==> src/rtl/pgs_ram.sv <==
// Synchronous single-port-write, single-port-read memory with registered read data.
module pgs_ram #(
  parameter int unsigned Width = 8,
  parameter int unsigned Depth = 16
) (
  input  logic                     clk_i,
  input  logic                     we_i,
  input  logic [$clog2(Depth)-1:0] waddr_i,
  input  logic [Width-1:0]         wdata_i,
  input  logic [$clog2(Depth)-1:0] raddr_i,
  output logic [Width-1:0]         rdata_o
);
  logic [Width-1:0] mem [Depth];

  always_ff @(posedge clk_i) begin
    if (we_i) begin
      mem[waddr_i] <= wdata_i;
    end
    rdata_o <= mem[raddr_i];
  end
endmodule

==> config.mk <==
export PLATFORM = sky130hd
export DESIGN_NAME = pgs_ram
export DESIGN_NICKNAME = d
export VERILOG_FILES = /design/src/rtl/pgs_ram.sv
export SDC_FILE = /design/constraint.sdc
export NUM_CORES = 1
export LEC_CHECK = 0
export BUFFER_PORTS_ARGS = -buffer_cell sky130_fd_sc_hd__buf_4
export CAP_MARGIN = 20
export CORE_MARGIN = 2
export CORE_UTILIZATION = 30
export DETAILED_ROUTE_END_ITERATION = 16
export PLACE_DENSITY_LB_ADDON = 0.2
export SLEW_MARGIN = 0
export SYNTH_ARGS = -nofsm -noshare
export SYNTH_HDL_FRONTEND = slang
export SYNTH_SLANG_ARGS = --single-unit
==> constraint.sdc <==
create_clock -name clk_i -period 4.2 [get_ports clk_i]
set_clock_uncertainty 0.15 [all_clocks]
set_input_delay 0.42 -clock clk_i [delete_from_list [all_inputs] [get_ports clk_i]]
set_output_delay 0.42 -clock clk_i [all_outputs]
set_load 0.005 [all_outputs]
==> impl_metrics.py <==
metrics = {
    "status": {
        "status": "complete, no violations",
    },
    "cts": {
        "hold_buffers": 0,
        "cts_made_buffers": 17,
        "clkTransAtPathRegs_ns": 0.06,
        "clockBufferDepth": 2,
        "cts-root-buf": "clkbuf_16",
        "cts.htree.levels": 4,
        "clock_latency_ns": 0.42,
        "cts_setup_buffers": 0,
        "clock-sinks": 136,
        "cts_tree": "built",
        "cts-resized-gates": 0,
    },
    "logic_synthesis": {
        "synth_nets": 247,
        "seq_area_frac_synth_pct": 77.8,
        "synth_cell_types": 19,
        "syn_avg_cell_area_um2": 22.5,
        "ys_warn_count": 0,
        "synthesis.instances": 229,
        "ys_ff_latch": 136,
        "syn_area_mm2": 0.00515,
    },
    "sta": {
        "rsz0062_at_grt": "false",
        "setup_tns_ns": 0,
        "maxSlewViolCount": 0,
        "hold_viol": 0,
        "relSlewSlack_pct": 31.8,
        "tightest_slew_ns": 1.02,
        "fmax_ghz": 0.513,
        "period_share_pct": 46.4,
        "setup_viol_count_final": 0,
        "fin_crit_ns": 1.95,
    },
    "power_and_ir_drop": {
        "p_switching_uw": 636,
        "cellPowerDensity_mw_per_mm2": 524,
        "p_leak_uw": 0.00204,
        "p_seq_share_pct": 47.1,
        "p_clk_share_pct": 48.4,
        "peakVddDrop_v": 0.000284,
        "swShare_pct": 19.6,
        "power_frac_comb_pct": 4.5,
        "p_int_uw": 2600,
    },
    "layout": {
        "layout_common_cells": "edfxtp_1, buf_4, mux4_2",
        "regArea_mm2": 0.00400,
        "multi_input_area_mm2": 0.00106,
        "layout-area-overhead-vs-synth_pct": 20.1,
        "drive_above_1_share_pct": 28.3,
        "final_util_pct": 37.0,
        "diodes": 0,
        "finalNonFillerCells": 499,
        "fin_nets": 284,
        "final_common_cell": "edfxtp_1",
        "fill_cells": 1565,
    },
    "place": {
        "gp_congestion": 0.722,
        "dp.cells": 466,
        "portBuffers": 25,
        "dp_hpwl_um": 6490,
    },
    "worst_setup_path": {
        "end_kind": "flop",
        "cp-start-kind": "input port",
        "setup.worst_path.class": "input port to flop",
        "critPathRequiredTime_ns": 4.33,
        "cp_max_fo": 32,
        "cp.arrival_ns": 2.08,
    },
    "die": {
        "rows": 47,
        "core_mm2": 0.0167,
        "die_w_um": 135,
        "io_pins": 26,
        "die_y_um": 135,
        "start_util_pct": 30.8,
        "dieArea_mm2": 0.0182,
    },
    "global_route": {
        "grt_pass1_vias": 2465,
        "grt_pass1_wl_um": 16200,
        "antenna_found_initial": 0,
        "grt_start_max_net_pins": 33,
        "grt.total_usage_pct": 13.0,
        "globalRouteOverflowTotal": 0,
    },
    "drt": {
        "wl_per_cell_um": 21.7,
        "post_drt_via_cell_ratio": 4.77,
        "wl_um": 10800,
        "vias": 2382,
        "ant_nets": 0,
        "dr.pass1.iters": 4,
        "remaining_drc_errors": 0,
        "drtIter0Drc": 183,
    },
    "hold_path": {
        "min_path_type": "input port to flop",
    },
    "run": {
        "drv_cap": 0,
    },
}
## final cells by class
| cell class | instances | area share, % |
|---|---|---|
| Clock buffer | 20 | 7.39 |
| Clock inverter | 12 | 2.81 |
| Multi-Input combinational cell | 83 | 17.2 |
| Sequential cell | 136 | 64.8 |
| Tap cell | 220 | 4.45 |
| Timing Repair Buffer | 28 | 3.36 |
## worst max-delay path, stage by stage
cell and delay [ns]:
buf_4 0.50, mux4_1 0.64, a22oi_1 0.39, nand2_1 0.09
## synth_stat cells
cell / instances / area [um2]
nand3b_1: 2 / 15.0
nand2b_1: 2 / 12.5
buf_6: 3 / 33.8
or3b_2: 1 / 8.76
nor2b_1: 1 / 6.26
mux4_1: 14 / 368
and2b_1: 1 / 7.51
mux4_2: 18 / 405
nor3_1: 4 / 20.0
clkdlybuf4s25_2: 3 / 30.0
edfxtp_1: 128 / 3840
buf_4: 1 / 7.51
dfxtp_1: 8 / 160
nor2_1: 13 / 48.8
a22oi_1: 16 / 120
and2_1: 1 / 6.26
buf_2: 3 / 15.0
nand3_1: 1 / 5.00
nand2_1: 9 / 33.8
## cell families (layout without fill, tap and decap cells)
| kind of cell | count (synthesis) | count (layout) | share of synthesized area, % |
|---|---|---|---|
| buffers and inverters | 10 | 60 | 1.68 |
| flip-flops | 136 | 136 | 77.8 |
| AO/OA/AOI/OAI | 16 | 16 | 2.33 |
| multiplexers | 32 | 32 | 15.0 |
| AND/OR/NAND/NOR | 35 | 35 | 3.18 |
## power groups by stage
stage	Combinational [uW]	Clock, uW	Sequential, uW
floorplan	77.0	0	1550
global placement	147	0	1550
detailed placement	148	0	1560
CTS	148	1590	1530
global route	159	1660	1530
finish	145	1570	1530
## through the flow
| step | worst slack [ns] | cell area [um2] | power (uW) | hold WS (ns) |
|---|---|---|---|---|
| 6_report | 2.25 | 6180 | 3240 | 0.171 |
| 5_1_grt | 2.23 | 6180 | 3350 | 0.174 |
| 4_1_cts | 2.13 | 6170 | 3270 | 0.162 |
| 3_5_place_dp | 1.74 | 5540 | 1700 | 0.514 |
| 3_3_place_gp | 1.74 | 5540 | 1700 | 0.505 |
| 2_1_floorplan | 2.14 | 5150 | 1630 | 0.369 |
## flip-flops by register name (all words and copies together) (netlist names)
name     count
mem        128
rdata_o      8
## metal layers
metal | global-route usage [%] | up-vias | wire, um
li1 | - | 1053 | -
met1 | 19.5 | 1238 | 5370
met2 | 17.8 | 75 | 4720
met3 | 3.30 | 16 | 532
met4 | 5.84 | 0 | 221
met5 | 0 | - | 0
## final timing paths
check / start / endpoint / slack [ns] / cells after the start
max: raddr_i[0] / rdata_o[3] / 2.25 / 4
min: wdata_i[2] / mem[5][2] / 0.17 / 1
max reg2reg: mem[9][3] / rdata_o[3] / 2.59 / 3
min reg2reg: mem[14][5] / rdata_o[5] / 0.52 / 3
(Power assumes the default switching activity.)
