[src/rtl/pgs_sqrt.sv]
// Bit-serial floor square root of a 66-bit value, two operand bits per cycle.
module pgs_sqrt (
  input  logic        clk_i,
  input  logic        rst_ni,
  input  logic        start_i,
  input  logic [65:0] op_i,
  output logic        done_o,
  output logic [32:0] root_o
);
  logic [36:0] rem_q;
  logic [32:0] root_q;
  logic [65:0] op_q;
  logic [5:0]  cnt_q;
  logic        busy_q, done_q;
  logic [36:0] rem_sh, trial;
  logic        fits;

  assign rem_sh = {rem_q[34:0], op_q[65:64]};
  assign trial  = {2'b00, root_q, 2'b01};
  assign fits   = rem_sh >= trial;

  always_ff @(posedge clk_i or negedge rst_ni) begin
    if (!rst_ni) begin
      busy_q <= 1'b0;
      done_q <= 1'b0;
      cnt_q  <= '0;
    end else begin
      done_q <= 1'b0;
      if (start_i) begin
        busy_q <= 1'b1;
        cnt_q  <= 6'd33;
      end else if (busy_q) begin
        cnt_q <= cnt_q - 6'd1;
        if (cnt_q == 6'd1) begin
          busy_q <= 1'b0;
          done_q <= 1'b1;
        end
      end
    end
  end

  always_ff @(posedge clk_i) begin
    if (start_i) begin
      op_q   <= op_i;
      rem_q  <= '0;
      root_q <= '0;
    end else if (busy_q) begin
      op_q <= {op_q[63:0], 2'b00};
      if (fits) begin
        rem_q  <= rem_sh - trial;
        root_q <= {root_q[31:0], 1'b1};
      end else begin
        rem_q  <= rem_sh;
        root_q <= {root_q[31:0], 1'b0};
      end
    end
  end

  assign done_o = done_q;
  assign root_o = root_q;
endmodule

[config.mk]
export PLATFORM = sky130hd
export DESIGN_NAME = pgs_sqrt
export DESIGN_NICKNAME = d
export VERILOG_FILES = /design/src/rtl/pgs_sqrt.sv
export SDC_FILE = /design/constraint.sdc
export NUM_CORES = 1
export LEC_CHECK = 0
export BUFFER_PORTS_ARGS = -buffer_cell sky130_fd_sc_hd__buf_2
export CAP_MARGIN = 15
export CORE_MARGIN = 2
export CORE_UTILIZATION = 58
export CTS_CLUSTER_DIAMETER = 40
export DETAILED_ROUTE_END_ITERATION = 8
export PLACE_DENSITY = 0.79
export SYNTH_ARGS = -nofsm -noshare
export SYNTH_HDL_FRONTEND = slang
export SYNTH_SLANG_ARGS = --single-unit
[constraint.sdc]
create_clock -name clk_i -period 3.79 [get_ports clk_i]
set_input_delay 0.379 -clock clk_i [delete_from_list [all_inputs] [get_ports clk_i]]
set_output_delay 0.379 -clock clk_i [all_outputs]
set_load 0.01 [all_outputs]
==> flow_summary.json <==
{
  "num_rows": 42,
  "clk_latency_ps": 420,
  "crit_family": "compound AO/OA/AOI/OAI gates",
  "synth.distinct_cells": 64,
  "viasPerCell": 5.81,
  "timing.rr.end": "rem_q[11]",
  "initial_core_util": 0.594,
  "p_leak_uw": 0.00399,
  "portBuffers": 102,
  "grt_pass1_wl_um": 28500,
  "cts_inserted_buffers": 17,
  "syn-cell-area_um2": 7830,
  "fin_tns_setup_ps": 0,
  "power_frac_seq": 0.302,
  "critPathLaunchType": "flip-flop",
  "status": "complete, no violations",
  "place.detailed.hpwl_um": 11700,
  "place_congestion": 0.977,
  "combinationalPowerShare": 0.480,
  "drtIter0Drc": 453,
  "synth_warnings": 0,
  "sw_frac_of_total": 0.393,
  "async_flop_share": 0.0563,
  "cts_root_buf": "clkbuf_16",
  "cts-htree-levels": 4,
  "ant_nets": 0,
  "routed_wl_um": 16800,
  "avgSynthCellArea_um2": 9.99,
  "clock_sinks": 142,
  "drv_slew": 0,
  "endpoint": "rem_q[11]",
  "path_depth": 12,
  "antenna_cells": 0,
  "rsz0062_at_grt": "no",
  "worst_slew_pin_slew_ps": 751,
  "die_height_um": 120,
  "grt.total_usage": 0.244,
  "antenna_found_initial": 0,
  "cts.clk_slew.worst_paths_ps": 60,
  "num_vias": 6180,
  "crit_fanout": 22,
  "cp.arrival_ps": 3580,
  "clock_skew_ps": 8.06,
  "die_w_um": 120,
  "crit_start": "root_o[7]",
  "crit_slowest_cell": "ha_1",
  "slew_headroom": 0.499,
  "switchingPower_uw": 2920,
  "drv_cap": 0,
  "fin_nets": 982,
  "synth_nets": 890,
  "drc": 0,
  "hold_slack_ps": 240,
  "synth_top_area_cell": "edfxtp_1",
  "ff2ff_setup_slack_ps": 530,
  "synth-main-ff-cell": "dfxtp_1",
  "critPathMaxStageDelay_ps": 390,
  "cts_resized": 0,
  "synth-seq-cells": 142,
  "power_density_nw_per_um2": 822,
  "worstReg2RegStart": "root_o[7]",
  "ff2ff_path_depth": 12,
  "yosys.cell_count.top_type": "nor2_1",
  "hold_path_class": "in -> reg",
  "dr.pass1.iters": 5,
  "cts_tree": "done",
  "irDropWorstVdd_uv": 462,
  "wl_per_cell_um": 15.8,
  "fmaxAchievable_mhz": 307,
  "first_global_vias": 6076,
  "grt_max_degree": 67,
  "grt-ovfl-total": 0,
  "synth_common_cells": "91 x nor2_1, 77 x nand2_1, 68 x dfxtp_1, 66 x edfxtp_1, 64 x mux2_2",
  "finalSetupViolCount": 0,
  "core_area_um2": 13200,
  "drive_gt1_frac": 0.245,
  "synthToLayoutAreaGrowth_pct": 15.7,
  "die-area_um2": 14500,
  "seq_area_frac_synth": 0.452,
  "period_needed_ps": 3260,
  "crit_type": "reg -> reg",
  "synth.area.top_cells": "edfxtp_1 25%, dfxtp_1 17%, mux2_2 9.2%, ha_1 5.9%, nor2_1 4.4%",
  "synth_edf_count": 66,
  "report.final.hold_viol_count": 0,
  "fin_crit_sh": 0.861,
  "path_cells": "inv_1, ha_1, and4_4, and3_1, a41oi_1, a211o_1, a21oi_2, a21bo_2, a21o_1, buf_12, nand2_1, a311oi_1",
  "postSynthCellCount": 784,
  "required_ps": 4110,
  "critPathBufInv": 2,
  "clk_path_buf_depth": 2,
  "synth_top_area_share": 0.253,
  "end_kind": "flip-flop",
  "internal_power_uw": 4520,
  "clkPwrFrac": 0.218,
  "ios": 103
}
==> logic make-up after synthesis <==
logic type	share of synthesized area
and+or+nand+nor	0.139
AOI/OAI and AO/OA	0.143
DFF	0.452
muxes	0.133
buffers and inverters	0.0414
adders and majority gates	0.0591
xor gates and xnor gates	0.0313
==> placed cells by master, fill, tap and decap left out, types with 4 or more instances in the layout <==
| cell | Yosys | routed |
|---|---|---|
| a211oi_1 | 6 | 6 |
| a21o_1 | 15 | 15 |
| a21oi_1 | 37 | 37 |
| a311oi_1 | 27 | 27 |
| a31oi_1 | 5 | 5 |
| and2_1 | 7 | 7 |
| and3_1 | 8 | 8 |
| buf_2 | 4 | 101 |
| buf_4 | 1 | 8 |
| clkbuf_16 | 0 | 17 |
| dfrtp_1 | 8 | 7 |
| dfxtp_1 | 68 | 68 |
| edfxtp_1 | 66 | 66 |
| ha_1 | 37 | 37 |
| inv_1 | 44 | 43 |
| mux2_2 | 64 | 64 |
| mux2i_1 | 32 | 32 |
| nand2_1 | 77 | 77 |
| nand2b_1 | 4 | 4 |
| nand3_1 | 17 | 17 |
| nor2_1 | 91 | 91 |
| nor2b_1 | 6 | 6 |
| nor3_1 | 7 | 7 |
| nor3b_1 | 7 | 7 |
| o211ai_1 | 6 | 6 |
| o21a_1 | 5 | 5 |
| o21ai_0 | 18 | 18 |
| xnor2_1 | 17 | 17 |
| xor2_1 | 11 | 11 |
==> layout make-up <==
class                   count  area, µm²
repair buffers            111        596
fillers                  1018       4130
clock buffers              17        425
well taps                 176        220
clock inverters            14        144
flip-flops and latches    142       3550
inverters                  44        165
multi-input cells         560       3970
==> worst reg2reg max path: stages (launching register included) <==
cell	delay (ps)
dfxtp_1	370
inv_1	60
ha_1	390
and4_4	280
and3_1	180
a41oi_1	160
a211o_1	370
a21oi_2	160
a21bo_2	190
a21o_1	370
buf_12	220
nand2_1	90
a311oi_1	310
==> worst min path at each step <==
stage             from  endpoint  cells past startpoint  slack [ps]
4_1_cts        op_i[0]   op_q[0]                      2         230
3_3_place_gp    rst_ni    done_o                      1         220
5_1_grt        op_i[0]   op_q[0]                      2         230
3_5_place_dp    rst_ni    done_o                      1         230
2_1_floorplan   rst_ni    busy_q                      0          80
6_report       op_i[1]   op_q[1]                      2         240
==> metal layers <==
layer | share of wire | up-vias | global-route usage
met1 | 0.44 | 2925 | 0.311
met5 | 0 | - | 0
met4 | 0.020 | 0 | 0.100
li1 | - | 3029 | -
met2 | 0.48 | 198 | 0.399
met3 | 0.064 | 28 | 0.0623
==> power groups by stage <==
stage / logic [µW] / registers [µW] / clock network [µW]
floorplan: 2860 / 2170 / 0
global placement: 3400 / 2260 / 0
detailed placement: 3490 / 2270 / 0
CTS: 3540 / 2250 / 1650
global route: 3980 / 2300 / 1700
finish: 3570 / 2250 / 1630
==> timing repair <==
action	in CTS	in global routing
setup buffers	0	0
hold buffers	1	0
endpoints found under the setup margin	0	0
hold endpoints to repair	8	0
==> sequential cells by signal, indices dropped and copies added (netlist names) <==
| signal | cells |
|---|---|
| root_o | 33 |
| op_q | 66 |
| cnt_q | 6 |
| rem_q | 35 |
| busy_q | 1 |
| done_o | 1 |
==> through the flow <==
step | std cells | total power, µW | setup WS, ps | cell area (µm²) | util
after floorplan | 784 | 5020 | 780 | 7830 | -
after detailed placement | 1032 | 5760 | 582 | 8480 | 0.643
after global placement | 1032 | 5660 | 742 | 8480 | 0.643
final | 1064 | 7450 | 527 | 9060 | 0.687
after CTS | 1064 | 7440 | 527 | 9060 | 0.687
after global routing | 1064 | 7980 | 276 | 9060 | 0.687
Power figures use the tool's default switching activity.
