===== src/rtl/pgs_div.sv =====
// Restoring divider, one quotient bit per cycle, 47-bit dividend by 34-bit divisor.
module pgs_div (
  input  logic        clk_i,
  input  logic        rst_ni,
  input  logic        start_i,
  input  logic [46:0] num_i,
  input  logic [33:0] den_i,
  output logic        done_o,
  output logic [46:0] quot_o
);
  logic [33:0] rem_q;
  logic [33:0] den_q;
  logic [46:0] num_q;
  logic [46:0] quot_q;
  logic [5:0]  cnt_q;
  logic        busy_q, done_q;
  logic [34:0] rem_sh;
  logic        fits;

  assign rem_sh = {rem_q, num_q[46]};
  assign fits   = rem_sh >= {1'b0, den_q};

  always_ff @(posedge clk_i or negedge rst_ni) begin
    if (!rst_ni) begin
      busy_q <= 1'b0;
      done_q <= 1'b0;
      cnt_q  <= '0;
    end else begin
      done_q <= 1'b0;
      if (start_i) begin
        busy_q <= 1'b1;
        cnt_q  <= 6'd47;
      end else if (busy_q) begin
        cnt_q <= cnt_q - 6'd1;
        if (cnt_q == 6'd1) begin
          busy_q <= 1'b0;
          done_q <= 1'b1;
        end
      end
    end
  end

  always_ff @(posedge clk_i) begin
    if (start_i) begin
      num_q  <= num_i;
      den_q  <= den_i;
      rem_q  <= '0;
      quot_q <= '0;
    end else if (busy_q) begin
      num_q <= {num_q[45:0], 1'b0};
      if (fits) begin
        rem_q  <= 34'(rem_sh - {1'b0, den_q});
        quot_q <= {quot_q[45:0], 1'b1};
      end else begin
        rem_q  <= rem_sh[33:0];
        quot_q <= {quot_q[45:0], 1'b0};
      end
    end
  end

  assign done_o = done_q;
  assign quot_o = quot_q;
endmodule


===== config.mk =====
export PLATFORM = sky130hd
export DESIGN_NAME = pgs_div
export DESIGN_NICKNAME = d
export VERILOG_FILES = /design/src/rtl/pgs_div.sv
export SDC_FILE = /design/constraint.sdc
export NUM_CORES = 1
export LEC_CHECK = 0
export BUFFER_PORTS_ARGS = -buffer_cell sky130_fd_sc_hd__buf_2
export CORE_MARGIN = 5
export CORE_UTILIZATION = 64
export CTS_BUF_LIST = sky130_fd_sc_hd__clkbuf_2 sky130_fd_sc_hd__clkbuf_4 sky130_fd_sc_hd__clkbuf_8
export DETAILED_ROUTE_END_ITERATION = 10
export HOLD_SLACK_MARGIN = 0.05
export PLACE_DENSITY = 0.89
export SYNTH_ARGS = -nofsm -noshare
export SYNTH_HDL_FRONTEND = slang
export SYNTH_SLANG_ARGS = --single-unit

===== constraint.sdc =====
create_clock -name clk_i -period 6.75 [get_ports clk_i]
set_input_delay 1.35 -clock clk_i [delete_from_list [all_inputs] [get_ports clk_i]]
set_output_delay 1.35 -clock clk_i [all_outputs]
set_load 0.005 [all_outputs]

==> impl_metrics.tcl, run 1 <==
set metrics [dict create \
    status "finished, final reports clean" \
    cts_root_buffer "clkbuf_8" \
    firstDrtPassIters 5 \
    worst_pin_slew_ns 1.04 \
    ys_ff_latch 170 \
    period_share_pct 49.1 \
    drive_above_1_share_pct 24.2 \
    rsz0062_at_grt "false" \
    drt-initial-drc-count 594 \
    cts_tree "built" \
    r2r_cells 10 \
    fmax_ghz 0.302 \
    slew_viol_final 0 \
    async_flop_share_pct 4.71 \
    clk_latency_ns 0.46 \
    fin_ws_ns 3.44 \
    synthCells 791 \
    ant_nets 0 \
    gp_congestion 0.918 \
    finalClockSkew_ns 0.0110 \
    syn_to_final_growth_pct 12.5 \
    start_util_pct 64.6 \
    antenna_found_initial 1 \
    numCtsBuffers 17 \
    path_class "reg -> reg" \
    cts_resized 0 \
    cp_slowest_cell "a21oi_4" \
    maxCapViolations 0 \
    ir_worst_vdd_v 0.000164 \
    slowest_delay_ns 0.72 \
    placed_cell_area_um2 9170 \
    dieArea_um2 15600 \
    grt.total_usage_pct 23.8 \
    power.density_nw_per_um2 206 \
    pin_count 132 \
    p_leak_nw 4.40 \
    crit_family "compound AO/OA/AOI/OAI gates" \
    cts_buffer_depth 2 \
    htreeDepth 4 \
    grt_pass1_vias 6271 \
    synth_area_per_cell_um2 10.7 \
    crit_cells 10 \
    synth-seq-area-share_pct 50.3 \
    grt_pass1_wl_um 30300 \
    setup_violations 0 \
    syn-num-nets 912 \
    yosys-top-cells-area "edfxtp_1 (29%), dfxtp_1 (19%), mux2_2 (6.3%)" \
    synth_flop_cell "edfxtp_1" \
    cts.sinks 170 \
    fp.dieW_um 125 \
    yosys.area.top_type "edfxtp_1" \
    finalHoldViolations 0 \
    max-slew-margin-rel_pct 30.4 \
    die_y_um 125 \
    cp-start-kind "flop" \
    holdWs_ns 0.498 \
    dpl_worst_slack_ns 3.27 \
    synth_top_cell_area_share_pct 28.8 \
    numPortBuffers 131 \
    drc 0 \
    fill_cells 904 \
    cp_num_buf_inv 1 \
    stdcell_count 1094 \
    ys_warn_count 0 \
    routed_wl_um 18100 \
    fin_nets 1024 \
    drt-wirelength-per-cell_um 16.5 \
    final_cell_area_um2 9510 \
    grt_max_degree 84 \
    netlist_area_um2 8460 \
    viasPerCell 5.75 \
    vias 6295 \
    cp-end-kind "flop" \
    synth-edff-count 81 \
    hp-class "reg -> reg" \
    utilization_pct 72.7 \
    placed_cells 1060 \
    clk_pin_slew_ns 0.08 \
    worstHoldPathCells 2 \
    total_power_mw 1.96 \
    fp-row-count 42 \
    dp_hpwl_um 12800 \
    coreArea_um2 13100 \
    arrival_ns 3.67 \
    finalSetupTns_ns 0 \
    overflow 0 \
    path_max_fanout 28 \
    cp_cell_sequence "inv_1, ha_1, o211ai_1, a21o_1, a21oi_2, a211oi_2, a211o_2, a21oi_4, mux2_4, a211o_1" \
    finalCriticalPeriod_ns 3.31 \
    worstPathRequired_ns 7.11 \
    hold_buffers 0 \
    synth_cell_types 66 \
    post_cts_buffers 0 \
]
-- final timing paths --
kind / start / slack, ns / end
max: den_q[2]$_DFFE_PP_ / 3.44 / rem_q[22]$_SDFFE_PP0P_
min: rem_q[7]$_SDFFE_PP0P_ / 0.50 / rem_q[7]$_SDFFE_PP0P_
max reg2reg: den_q[2]$_DFFE_PP_ / 3.44 / rem_q[22]$_SDFFE_PP0P_
min reg2reg: rem_q[7]$_SDFFE_PP0P_ / 0.50 / rem_q[7]$_SDFFE_PP0P_
max in group asynchronous: rst_ni / 5.84 / busy_q$_DFF_PN0_
min in group asynchronous: rst_ni / 0.72 / cnt_q[5]$_DFFE_PN0P_
-- kinds of logic (layout without fill, tap and decap cells) --
| logic type | Yosys count | count (layout) | share of synthesized area (%) |
|---|---|---|---|
| buffers and inverters | 85 | 210 | 4.20 |
| AO/OA/AOI/OAI | 144 | 144 | 12.2 |
| flip-flops | 170 | 170 | 50.3 |
| other | 0 | 2 | 0 |
| AND/OR/NAND/NOR | 224 | 224 | 11.9 |
| multiplexers | 98 | 98 | 12.4 |
| XOR/XNOR | 33 | 33 | 3.42 |
| adder cells (fa/ha/maj) | 37 | 37 | 5.56 |
-- per-layer routing --
metal | vias up | track usage (%) | wire length, um
met3 | 30 | 8.70 | 1280
li1 | 3091 | - | -
met2 | 182 | 38.4 | 8660
met5 | - | 0 | 0
met4 | 0 | 7.65 | 373
met1 | 2992 | 29.9 | 7750
-- cell usage after synthesis (7+ instances only) --
cell and count:
nand2_1 75, edfxtp_1 81, and3_1 7, dfxtp_1 81
xnor2_1 16, nand3_1 9, o21ai_0 21, xor2_1 17
dfrtp_1 8, a311oi_1 18, mux2_2 47, clkbuf_1 24
nor2_1 84, inv_1 44, o211ai_1 7, nand4_1 11
ha_1 36, mux2i_1 50, a21o_1 13, a21oi_1 31
-- report_power, final --
part	internal (mW)	switching, mW	total (mW)
clock	0.258	0.374	0.632
combinational	0.0830	0.0973	0.180
sequential	1.13	0.0170	1.15
total	1.47	0.489	1.96
-- worst min-delay path, stage by stage, from the launching register on --
cell	delay, ns
dfxtp_1	0.33
nor2_1	0.08
nor4_1	0.05
-- cells in the final DEF, fill, tap and decap left out, types with 4 or more instances in the layout --
cell,n
buf_2,130
nor2_1,84
edfxtp_1,81
dfxtp_1,81
nand2_1,75
mux2i_1,50
mux2_2,47
inv_1,44
ha_1,36
a21oi_1,31
o21ai_0,21
a311oi_1,18
xor2_1,17
clkbuf_8,17
xnor2_1,16
a21o_1,13
nand4_1,11
nand3_1,9
o211ai_1,7
and3_1,7
dfrtp_1,7
nand2b_1,5
nor3_1,5
and2_1,5
a41oi_1,5
a31oi_1,5
nor2b_1,5
inv_6,5
nor3b_1,4
nor4_1,4
and4_1,4
a211oi_1,4
a211o_1,4
a32oi_1,4
buf_4,4
-- sequential cells by signal, indices dropped and copies added (netlist names) --
name    count
done_o      1
busy_q      1
quot_o     47
den_q      34
rem_q      34
num_q      47
cnt_q       6
-- final cells by class --
cell class	instances	area [um^2]	share of cell area, %
tap	176	220	2.32
clock inverter	14	93.8	0.987
sequential	170	4260	44.8
antenna	2	5.00	0.0526
timing repair buffer	134	681	7.16
inverter	44	165	1.74
multi-input combinational	536	3850	40.4
clock buffer	18	241	2.54
No activity file was read; power rests on OpenSTA's default activity.
==> inputs of run 2 (changes only) <==
--- a/config.mk
+++ b/config.mk
@@ -7,11 +7,11 @@
 export LEC_CHECK = 0
 export BUFFER_PORTS_ARGS = -buffer_cell sky130_fd_sc_hd__buf_2
 export CORE_MARGIN = 5
-export CORE_UTILIZATION = 64
+export CORE_UTILIZATION = 53
 export CTS_BUF_LIST = sky130_fd_sc_hd__clkbuf_2 sky130_fd_sc_hd__clkbuf_4 sky130_fd_sc_hd__clkbuf_8
 export DETAILED_ROUTE_END_ITERATION = 10
 export HOLD_SLACK_MARGIN = 0.05
-export PLACE_DENSITY = 0.89
+export PLACE_DENSITY = 0.78
 export SYNTH_ARGS = -nofsm -noshare
 export SYNTH_HDL_FRONTEND = slang
 export SYNTH_SLANG_ARGS = --single-unit
==> constraint.sdc (replaced) <==
create_clock -name clk_i -period 2.76 [get_ports clk_i]
set_input_delay 0.552 -clock clk_i [delete_from_list [all_inputs] [get_ports clk_i]]
set_output_delay 0.552 -clock clk_i [all_outputs]
set_load 0.005 [all_outputs]
==> impl_metrics.tcl, run 2 (synthesis results as in run 1) <==
set metrics [dict create \
    arrival_ns 3.14 \
    clk_latency_ns 0.47 \
    syn_to_final_growth_pct 22.7 \
    numPortBuffers 131 \
    dp_hpwl_um 12900 \
    stdcell_count 1171 \
    viasPerCell 5.54 \
    multiInputGateArea_um2 4180 \
    maxCapViolations 0 \
    total_power_mw 5.21 \
    cp-start-kind "flop" \
    cts_root_buffer "clkbuf_8" \
    numCtsBuffers 17 \
    fill_cells 1247 \
    fin_ws_ns 0.0118 \
    ir_worst_vdd_v 0.000446 \
    cts_buffer_depth 2 \
    fp.dieW_um 136 \
    worstHoldPathCells 1 \
    start_util_pct 53.6 \
    crit_family "compound AO/OA/AOI/OAI gates" \
    overflow 0 \
    finalHoldViolations 0 \
    crit_cells 13 \
    drive_above_1_share_pct 32.6 \
    dieArea_um2 18600 \
    pin_count 132 \
    grt.total_usage_pct 20.3 \
    cp_slowest_cell "edfxtp_1" \
    ant_nets 0 \
    max-slew-margin-rel_pct 58.6 \
    drc 0 \
    seq_area_um2 4260 \
    coreArea_um2 15800 \
    finalSetupTns_ns 0 \
    placed_cell_area_um2 9540 \
    period_share_pct 99.6 \
    cts_tree "built" \
    die_y_um 136 \
    final_cell_area_um2 10400 \
    path_max_fanout 2 \
    final_common_cell "buf_2" \
    htreeDepth 4 \
    hp-class "in -> reg" \
    worstPathRequired_ns 3.15 \
    layout_common_cells "buf_2 (130), nor2_1 (83), edfxtp_1 (81), dfxtp_1 (81), nand2_1 (74)" \
    grt_pass1_wl_um 30400 \
    finalClockSkew_ns 0.0189 \
    firstDrtPassIters 5 \
    routed_wl_um 19200 \
    setup_violations 0 \
    drt-initial-drc-count 405 \
    slew_viol_final 0 \
    fmax_ghz 0.364 \
    power.density_nw_per_um2 502 \
    vias 6493 \
    worst_pin_slew_ns 0.617 \
    p_leak_nw 4.71 \
    fin_nets 1062 \
    cp_num_buf_inv 3 \
    cts.sinks 170 \
    fp-row-count 46 \
    gp_congestion 0.914 \
    slowest_delay_ns 0.39 \
    cp-end-kind "flop" \
    dpl_worst_slack_ns -0.0480 \
    finalCriticalPeriod_ns 2.75 \
    grt_pass1_vias 6333 \
    placed_cells 1134 \
    cp_cell_sequence "inv_1, ha_2, inv_2, fa_2, a211o_1, a21oi_2, buf_4, o2111ai_2, a211oi_2, o31ai_2, xor2_1, nand2_1, a311oi_2" \
    clk_pin_slew_ns 0.11 \
    grt_max_degree 113 \
    path_class "reg -> reg" \
    status "finished, final reports clean" \
    rsz0062_at_grt "true" \
    antenna_found_initial 1 \
    drt-wirelength-per-cell_um 16.4 \
    r2r_cells 13 \
]
[run 2: power by group]
part	switching (mW)	internal (mW)
Sequential	0.0389	2.77
Clock	1.15	0.732
Combinational	0.266	0.250
Total	1.45	3.75
[run 2: final timing paths]
kind	start	slack [ns]	endpoint
setup / recovery	num_q[46]$_DFFE_PP_	0.01	rem_q[32]$_SDFFE_PP0P_
hold / removal	den_i[20]	0.25	den_q[20]$_DFFE_PP_
setup reg to reg	num_q[46]$_DFFE_PP_	0.01	rem_q[32]$_SDFFE_PP0P_
hold reg to reg	rem_q[25]$_SDFFE_PP0P_	0.50	rem_q[25]$_SDFFE_PP0P_
max in group asynchronous	rst_ni	2.11	busy_q$_DFF_PN0_
min in group asynchronous	rst_ni	0.46	cnt_q[4]$_DFFE_PN0P_
[run 2: metal layers]
layer  wire (um)  GRT usage (%)  vias up
met2        9450           33.5      171
li1            -              -     3161
met4         317           5.10        0
met5           0              0        -
met3        1170           6.14       38
met1        8290           26.2     3123
[run 2: worst reg2reg max path: cells and delay by family (launching register included)]
kind	cells	cell delay, ns
xor+xnor	1	0.14
buf+inv	3	0.25
fa+ha+maj	2	0.50
compound gates	6	1.32
flops	1	0.39
simple gates	1	0.08
[run 2: stage by stage]
step	hold slack, ns	util [%]
floorplan	0.256	-
global placement	0.400	60.5
detailed placement	0.400	60.5
CTS	0.216	63.4
global route	0.208	65.8
finish	0.245	65.8
[run 2: repair_timing]
item,in CTS,in global routing
gates resized for setup,1,67
hold buffers,1,0
pin swaps,2,23
setup buffers,0,2
endpoints found under the hold margin,8,0
gates cloned,0,1
setup endpoints to repair,3,33
[run 2: final cells by class]
type	instances	share of cell area, %
Tap cell	216	2.60
Clock buffer	17	2.25
Multi-Input combinational cell	536	40.2
Sequential cell	170	41.0
Timing Repair Buffer	172	10.2
Antenna cell	1	0.0241
Inverter	44	1.59
Clock inverter	15	2.09
